<file path="src/spq_pkg.sv">
package spq_pkg;

    // Default sizes of the queue.
    localparam int DEPTH_DEF        = 16;
    localparam int KEY_BITS_DEF     = 16;
    localparam int PAYLOAD_BITS_DEF = 32;

    // Command codes on the action field.
    localparam logic [1:0] ACT_INSERT = 2'd0;
    localparam logic [1:0] ACT_REMOVE = 2'd1;
    localparam logic [1:0] ACT_CLEAR  = 2'd2;

    // Status codes returned with every result.
    localparam logic [1:0] ST_OK    = 2'd0;
    localparam logic [1:0] ST_FULL  = 2'd1;
    localparam logic [1:0] ST_EMPTY = 2'd2;

    // Operation broadcast to every cell of the chain.
    typedef enum logic [1:0] {
        OP_HOLD,
        OP_INSERT,
        OP_REMOVE,
        OP_CLEAR
    } t_cell_op;

    typedef struct packed {
        t_cell_op op;
        logic     sorted;
    } t_cell_cmd;

endpackage

</file>
<file path="src/sorted_insert_priority_queue.sv">
// Channel     | Direction | Handshake                  | Payload
// ------------+-----------+----------------------------+---------------------------------
// command     | in        | start, busy                | i_action, i_item_key,
//             |           |                            | i_item_payload
// result      | out       | o_strobe (one cycle)       | o_out_valid, o_out_key,
//             |           |                            | o_out_payload, o_status,
//             |           |                            | o_entry_total, o_is_empty
// config      | in        | i_cfg_valid, o_cfg_ready   | i_cfg_data (order_mode)
//
// For every command, the whole chain of cells updates at the edge that accepts it,
// and its result appears on the result ports in the following cycle.
// Busy is never raised, so a command may be transferred in every cycle.
// The insert position is found by a flag that ripples through the chain of cells
// within the accepting cycle, so the chain length sets the critical path.
// Reset (synchronous, active low) empties the queue and selects sorted order.
// The receiver cannot stall: each result is shown for exactly one cycle.
module sorted_insert_priority_queue #(
    parameter int DEPTH        = spq_pkg::DEPTH_DEF,
    parameter int KEY_BITS     = spq_pkg::KEY_BITS_DEF,
    parameter int PAYLOAD_BITS = spq_pkg::PAYLOAD_BITS_DEF
) (
    input  logic                          i_clk,
    input  logic                          i_rst_n,
    input  logic                          start,
    output logic                          busy,
    input  logic [1:0]                    i_action,
    input  logic [KEY_BITS-1:0]           i_item_key,
    input  logic [PAYLOAD_BITS-1:0]       i_item_payload,
    input  logic                          i_cfg_valid,
    output logic                          o_cfg_ready,
    input  logic                          i_cfg_data,
    output logic                          o_strobe,
    output logic                          o_out_valid,
    output logic [KEY_BITS-1:0]           o_out_key,
    output logic [PAYLOAD_BITS-1:0]       o_out_payload,
    output logic [1:0]                    o_status,
    output logic [$clog2(DEPTH+1)-1:0]    o_entry_total,
    output logic                          o_is_empty
);
    import spq_pkg::*;

    localparam int CNT_W = $clog2(DEPTH + 1);

    logic                    r_order_mode;
    logic [CNT_W-1:0]        r_count;
    logic [CNT_W-1:0]        n_count;

    logic                    w_accept;
    logic                    w_full;
    logic                    w_empty;
    t_cell_cmd               w_cmd;

    // Result fields computed in the accepting cycle, registered onto the ports.
    logic                    n_out_valid;
    logic [KEY_BITS-1:0]     n_out_key;
    logic [PAYLOAD_BITS-1:0] n_out_payload;
    logic [1:0]              n_status;

    // Per-cell taps of the chain.
    logic [KEY_BITS-1:0]     w_key     [DEPTH];
    logic [PAYLOAD_BITS-1:0] w_payload [DEPTH];
    logic                    w_occ     [DEPTH];
    logic                    w_shift   [DEPTH];

    // The queue never holds a command off.
    assign busy        = 1'b0;
    assign o_cfg_ready = 1'b1;
    assign w_accept    = start & ~busy;

    assign w_full  = (r_count == CNT_W'(DEPTH));
    assign w_empty = (r_count == '0);

    // Decode the command into one operation for the whole chain. A rejected insert
    // or remove, an unused action code and an idle cycle all leave the cells alone.
    always_comb begin
        w_cmd.sorted  = r_order_mode;
        w_cmd.op      = OP_HOLD;
        n_count       = r_count;
        n_out_valid   = 1'b0;
        n_out_key     = '0;
        n_out_payload = '0;
        n_status      = ST_OK;
        if (w_accept) begin
            unique case (i_action)
                ACT_INSERT: begin
                    if (w_full) begin
                        n_status = ST_FULL;
                    end else begin
                        w_cmd.op = OP_INSERT;
                        n_count  = r_count + CNT_W'(1);
                    end
                end
                ACT_REMOVE: begin
                    if (w_empty) begin
                        n_status = ST_EMPTY;
                    end else begin
                        w_cmd.op      = OP_REMOVE;
                        n_count       = r_count - CNT_W'(1);
                        n_out_valid   = 1'b1;
                        n_out_key     = w_key[0];
                        n_out_payload = w_payload[0];
                    end
                end
                ACT_CLEAR: begin
                    w_cmd.op = OP_CLEAR;
                    n_count  = '0;
                end
                default: begin
                end
            endcase
        end
    end

    // The chain: cell 0 holds the head. Each cell sees its neighbour on either side;
    // the cells at both ends see an empty neighbour.
    for (genvar g = 0; g < DEPTH; g++) begin : g_cell
        logic [KEY_BITS-1:0]     w_prev_key;
        logic [PAYLOAD_BITS-1:0] w_prev_payload;
        logic                    w_prev_occ;
        logic                    w_prev_shift;
        logic [KEY_BITS-1:0]     w_next_key;
        logic [PAYLOAD_BITS-1:0] w_next_payload;
        logic                    w_next_occ;

        if (g == 0) begin : g_first
            assign w_prev_key     = '0;
            assign w_prev_payload = '0;
            assign w_prev_occ     = 1'b0;
            assign w_prev_shift   = 1'b0;
        end else begin : g_inner_prev
            assign w_prev_key     = w_key[g-1];
            assign w_prev_payload = w_payload[g-1];
            assign w_prev_occ     = w_occ[g-1];
            assign w_prev_shift   = w_shift[g-1];
        end

        if (g == DEPTH - 1) begin : g_last
            assign w_next_key     = '0;
            assign w_next_payload = '0;
            assign w_next_occ     = 1'b0;
        end else begin : g_inner_next
            assign w_next_key     = w_key[g+1];
            assign w_next_payload = w_payload[g+1];
            assign w_next_occ     = w_occ[g+1];
        end

        spq_cell #(
            .KEY_BITS     (KEY_BITS),
            .PAYLOAD_BITS (PAYLOAD_BITS)
        ) u_cell (
            .i_clk          (i_clk),
            .i_rst_n        (i_rst_n),
            .i_cmd          (w_cmd),
            .i_new_key      (i_item_key),
            .i_new_payload  (i_item_payload),
            .i_prev_key     (w_prev_key),
            .i_prev_payload (w_prev_payload),
            .i_prev_occ     (w_prev_occ),
            .i_prev_shift   (w_prev_shift),
            .i_next_key     (w_next_key),
            .i_next_payload (w_next_payload),
            .i_next_occ     (w_next_occ),
            .o_key          (w_key[g]),
            .o_payload      (w_payload[g]),
            .o_occ          (w_occ[g]),
            .o_shift        (w_shift[g])
        );
    end

    // Control state: mode register, entry count and the result strobe.
    always_ff @(posedge i_clk) begin
        if (!i_rst_n) begin
            r_order_mode <= 1'b1;
            r_count      <= '0;
            o_strobe     <= 1'b0;
        end else begin
            if (i_cfg_valid && o_cfg_ready) begin
                r_order_mode <= i_cfg_data;
            end
            r_count  <= n_count;
            o_strobe <= w_accept;
        end
    end

    // Result registers; they only mean something while the strobe is high.
    always_ff @(posedge i_clk) begin
        o_out_valid   <= n_out_valid;
        o_out_key     <= n_out_key;
        o_out_payload <= n_out_payload;
        o_status      <= n_status;
        o_entry_total <= n_count;
        o_is_empty    <= (n_count == '0);
    end

endmodule

</file>
<file path="src/spq_cell.sv">
module spq_cell #(
    parameter int KEY_BITS     = spq_pkg::KEY_BITS_DEF,
    parameter int PAYLOAD_BITS = spq_pkg::PAYLOAD_BITS_DEF
) (
    input  logic                    i_clk,
    input  logic                    i_rst_n,
    input  spq_pkg::t_cell_cmd      i_cmd,
    input  logic [KEY_BITS-1:0]     i_new_key,
    input  logic [PAYLOAD_BITS-1:0] i_new_payload,
    input  logic [KEY_BITS-1:0]     i_prev_key,
    input  logic [PAYLOAD_BITS-1:0] i_prev_payload,
    input  logic                    i_prev_occ,
    input  logic                    i_prev_shift,
    input  logic [KEY_BITS-1:0]     i_next_key,
    input  logic [PAYLOAD_BITS-1:0] i_next_payload,
    input  logic                    i_next_occ,
    output logic [KEY_BITS-1:0]     o_key,
    output logic [PAYLOAD_BITS-1:0] o_payload,
    output logic                    o_occ,
    output logic                    o_shift
);
    import spq_pkg::*;

    logic [KEY_BITS-1:0]     r_key;
    logic [PAYLOAD_BITS-1:0] r_payload;
    logic                    r_occ;
    logic [KEY_BITS-1:0]     n_key;
    logic [PAYLOAD_BITS-1:0] n_payload;
    logic                    n_occ;
    logic                    w_gt;

    // This cell and everything behind it moves back on an insert once an earlier
    // cell has moved, once this cell is free, or, in sorted order, once its key is strictly greater.
    assign w_gt    = i_cmd.sorted & (r_key > i_new_key);
    assign o_shift = i_prev_shift | ~r_occ | w_gt;

    always_comb begin
        n_key     = r_key;
        n_payload = r_payload;
        n_occ     = r_occ;
        unique case (i_cmd.op)
            OP_INSERT: begin
                if (i_prev_shift) begin
                    n_key     = i_prev_key;
                    n_payload = i_prev_payload;
                    n_occ     = i_prev_occ;
                end else if (o_shift) begin
                    n_key     = i_new_key;
                    n_payload = i_new_payload;
                    n_occ     = 1'b1;
                end
            end
            OP_REMOVE: begin
                n_key     = i_next_key;
                n_payload = i_next_payload;
                n_occ     = i_next_occ;
            end
            OP_CLEAR: begin
                n_occ = 1'b0;
            end
            OP_HOLD: begin
            end
            default: begin
            end
        endcase
    end

    always_ff @(posedge i_clk) begin
        if (!i_rst_n) begin
            r_occ <= 1'b0;
        end else begin
            r_occ <= n_occ;
        end
    end

    always_ff @(posedge i_clk) begin
        r_key     <= n_key;
        r_payload <= n_payload;
    end

    assign o_key     = r_key;
    assign o_payload = r_payload;
    assign o_occ     = r_occ;

endmodule

</file>
<file path="config.mk">
export PLATFORM = sky130hd
export DESIGN_NAME = sorted_insert_priority_queue
export DESIGN_NICKNAME = d
export VERILOG_FILES = /design/src/spq_pkg.sv /design/src/sorted_insert_priority_queue.sv /design/src/spq_cell.sv
export SDC_FILE = /design/constraint.sdc
export NUM_CORES = 2
export LEC_CHECK = 0
export ABC_AREA = 0
export BUFFER_PORTS_ARGS = -buffer_cell sky130_fd_sc_hd__clkbuf_2
export CAP_MARGIN = 40
export CORE_MARGIN = 3
export CORE_UTILIZATION = 43
export DETAILED_ROUTE_END_ITERATION = 10
export SLEW_MARGIN = 20
export SYNTH_ARGS = -nofsm -noshare
export SYNTH_HDL_FRONTEND = slang
export SYNTH_SLANG_ARGS = --single-unit
export TNS_END_PERCENT = 10
</file>
<file path="constraint.sdc">
create_clock -name i_clk -period 12.4 [get_ports i_clk]
set_clock_uncertainty 0.1 [all_clocks]
set_input_delay 0 -clock i_clk [delete_from_list [all_inputs] [get_ports i_clk]]
set_output_delay 0 -clock i_clk [all_outputs]
set_load 0.01 [all_outputs]
</file>
==> results_dict.tcl <==
set metrics [dict create \
    outcome "finished, final reports clean" \
    critPathKind "input port to flip-flop" \
    slew_headroom 0.387 \
    rsz0062_at_grt "false" \
    cts_tree "built" \
    yosys_warnings 0 \
    synthArstFlopShare 0 \
    worst_pin_slew_ns 0.919 \
    die_h_um 343 \
    fmax_ghz 0.184 \
    wl_per_cell_um 25.2 \
    crit_start "i_item_key[15]" \
    crit_slowest_cell "nor2b_4" \
    leakage_nw 20.3 \
    postRouteAntennaNets 0 \
    hold_path.class "input port to flip-flop" \
    area_growth_pct 12.9 \
    post_cts_buffers 0 \
    core-area_um2 112000 \
    fin_crit_sh 0.439 \
    htree_num_levels 3 \
    die_area_um2 117000 \
    fill_cells 10100 \
    topRoutingLayerUsed "met4" \
    grt.total_usage 0.254 \
    hold_viol_final 0 \
    finalSetupViolCount 0 \
    worst_r2r_startpoint "r_count[0]" \
    syn_inst 4485 \
    synthTopCellsByArea "edfxtp_1, mux2i_1, ha_1, o21ai_0, mux2_2" \
    clk_path_buf_depth 3 \
    pin_count 115 \
    clkTransAtPathRegs_ns 0.06 \
    start_util 0.437 \
    r2r_cells 15 \
    yosys.cell_types.count 76 \
    grt_max_degree 199 \
    power.density_nw_per_um2 143 \
    rows 122 \
    clk_latency_ns 0.69 \
    wl_met1_um 67700 \
    rrSetupSlack_ns 7.28 \
    via_per_inst 6.02 \
    crit_path_max_fanout 31 \
    drv_slew 0 \
    seq_area_frac_synth 0.506 \
    grt_pass1_wl_um 228000 \
    post-dp-hpwl_um 95900 \
    worst_setup_path_start_kind "input port" \
    first_pass_iters 8 \
    ys_seq_elements 848 \
    nets 4810 \
    dp.cells 5810 \
    synth_area_um2 48700 \
    required_ns 12.60 \
    path_cells "dlygate4sd3_1, clkbuf_2, inv_1, ha_1, nand4_1, a2111oi_1, o31ai_4, nand3_1, nor2_4, buf_4, nand4_1, nor2b_4, buf_4" \
    numCtsBuffers 97 \
    dr_total_vias 36500 \
    port_buffers 112 \
    synthFlopType "edfxtp_1" \
    cts_root_buf "clkbuf_16" \
    die_x_um 343 \
    critPathMaxStageDelay_ns 0.74 \
    synth_top_area_share 0.473 \
    synth_fp_nets 4802 \
    setup.worst_path.end_class "flip-flop" \
    clock-sinks 848 \
    rr_endpoint "g_cell[11].u_cell.o_payload[26]" \
    yosysTopAreaCell "edfxtp_1" \
    drive_gt1_frac 0.134 \
    place.gp.congestion 0.937 \
    wl_met3_um 11500 \
    antenna_found_initial 4 \
    layout.cells.non_filler 6063 \
    maxCapViolCount 0 \
    cp.arrival_ns 5.64 \
    setup_tns_ns 0 \
    route.met2.wl_um 68800 \
    ir_drop_v 0.000109 \
    insertedDiodeCount 0 \
    fin_crit_ns 5.44 \
    grt_overflow 0 \
    wirelength_um 152000 \
    critPathCapture "g_cell[14].u_cell.o_key[12]" \
    synth_edf_count 768 \
    grt_pass1_vias 34900 \
    drtIter0Drc 3934 \
    synth.avg_cell_area_um2 10.9 \
    drc 0 \
]
==> cell usage after synthesis (8+ instances only) <==
master,count
a21oi_1,278
a21o_1,20
a41oi_1,47
nor3_1,16
o21a_1,14
inv_1,55
a2111oi_0,10
edfxtp_1,768
o21ai_0,514
o21ai_1,24
nor2_1,106
and3_1,55
o211ai_1,60
nand3b_1,49
nor3b_1,23
a221o_1,12
nand2b_1,110
nor2b_1,155
nand3_1,44
dfxtp_1,80
nand2_1,538
buf_1,10
buf_2,39
nor4_1,10
buf_4,27
ha_1,262
nand4_1,44
mux2_2,206
a211oi_1,21
mux2i_1,331
clkbuf_1,285
or3_1,8
a31oi_1,106
mux2_1,56
==> per-stage QoR <==
stage	area (um2)	utilization	setup slack, ns	hold slack, ns	power [mW]
final	55000	0.493	6.96	0.217	7.89
after global routing	55000	0.493	6.80	0.249	8.20
after CTS	54700	0.491	6.87	0.184	7.92
after detailed placement	50900	0.456	6.73	0.128	4.92
after global placement	50500	0.452	6.77	0.124	4.87
after floorplan	48700	-	6.68	0.0159	4.47
==> sequential cells by signal, summed over array words and instances, names as in the netlist <==
signal                   cells
g_cell.u_cell.o_key        256
g_cell.u_cell.o_occ         16
g_cell.u_cell.o_payload    512
o_entry_total                5
o_is_empty                   1
o_out_key                   16
o_out_payload               32
o_out_valid                  1
o_status                     2
o_strobe                     1
r_count                      5
r_order_mode                 1
==> critical path: cells and delay by family <==
| family | cells | cell delay [ns] |
|---|---|---|
| buf+inv | 5 | 2.35 |
| fa+ha+maj | 1 | 0.50 |
| compound gates | 2 | 0.91 |
| simple gates | 5 | 1.81 |
==> worst min path at each step <==
stage,endpoint,startpoint,cells past startpoint
floorplan,r_order_mode,i_cfg_valid,1
global placement,r_order_mode,i_cfg_data,3
detailed placement,r_order_mode,i_cfg_data,3
CTS,o_status[1],i_action[0],3
global route,o_status[1],i_action[0],3
finish,o_status[1],i_action[0],3
==> metal layers <==
layer | vias to the layer above | GRT usage
met1 | 18000 | 0.363
li1 | 16800 | -
met2 | 1413 | 0.394
met5 | - | 0
met4 | 0 | 0.0802
met3 | 249 | 0.0416
==> where the power goes <==
part	internal [mW]	switching [mW]
clock network	1.74	1.24
logic	0.452	0.728
registers	3.53	0.205
total	5.72	2.17
==> area by class of cell <==
type                            count  area (um2)  share of cell area
Clock inverter                     52         543             0.00987
Timing Repair Buffer              274        2430              0.0442
Inverter                           57         214             0.00389
Tap cell                         1488        1860              0.0338
Multi-Input combinational cell   3215       22600               0.411
Sequential cell                   848       24700               0.448
Clock buffer                      129        2700              0.0491
==> cell families (layout without fill, tap and decap cells) <==
kind of cell    after synthesis  after routing  share of synthesized area
compound gates             1177           1177                      0.142
fa+ha+maj                   262            262                     0.0673
buf+inv                     422            512                     0.0362
mux                         593            593                      0.129
simple gates               1181           1181                      0.120
other cells                   2              2                   0.000154
flops                       848            848                      0.506
==> placed cells by master, fill, tap and decap left out, types with 10 or more instances in the layout <==
master	instances
a31oi_1	103
a21oi_1	271
buf_4	69
a221o_1	12
nand3b_1	49
mux2_2	206
nand3_1	43
nor2b_1	154
nand4_1	44
clkinv_1	19
clkinv_2	19
nand2b_1	110
o21ai_0	514
mux2i_1	331
clkbuf_1	20
a21o_1	20
buf_16	18
clkbuf_16	100
nand2_1	535
nor2_1	100
ha_1	261
edfxtp_1	768
a41oi_1	46
o21a_1	14
clkbuf_2	112
nor3b_1	23
o211ai_1	60
nor4_1	10
dfxtp_1	80
nor3_1	15
dlygate4sd3_1	58
inv_1	55
mux2_1	56
a211oi_1	21
and3_1	53
bufinv_16	10
a2111oi_0	10
o21ai_1	24
==> what timing repair did <==
action                    CTS  global route
gates resized for setup     0             0
hold buffers               57             1
hold endpoints to repair  718            13
(Power assumes the default switching activity.)
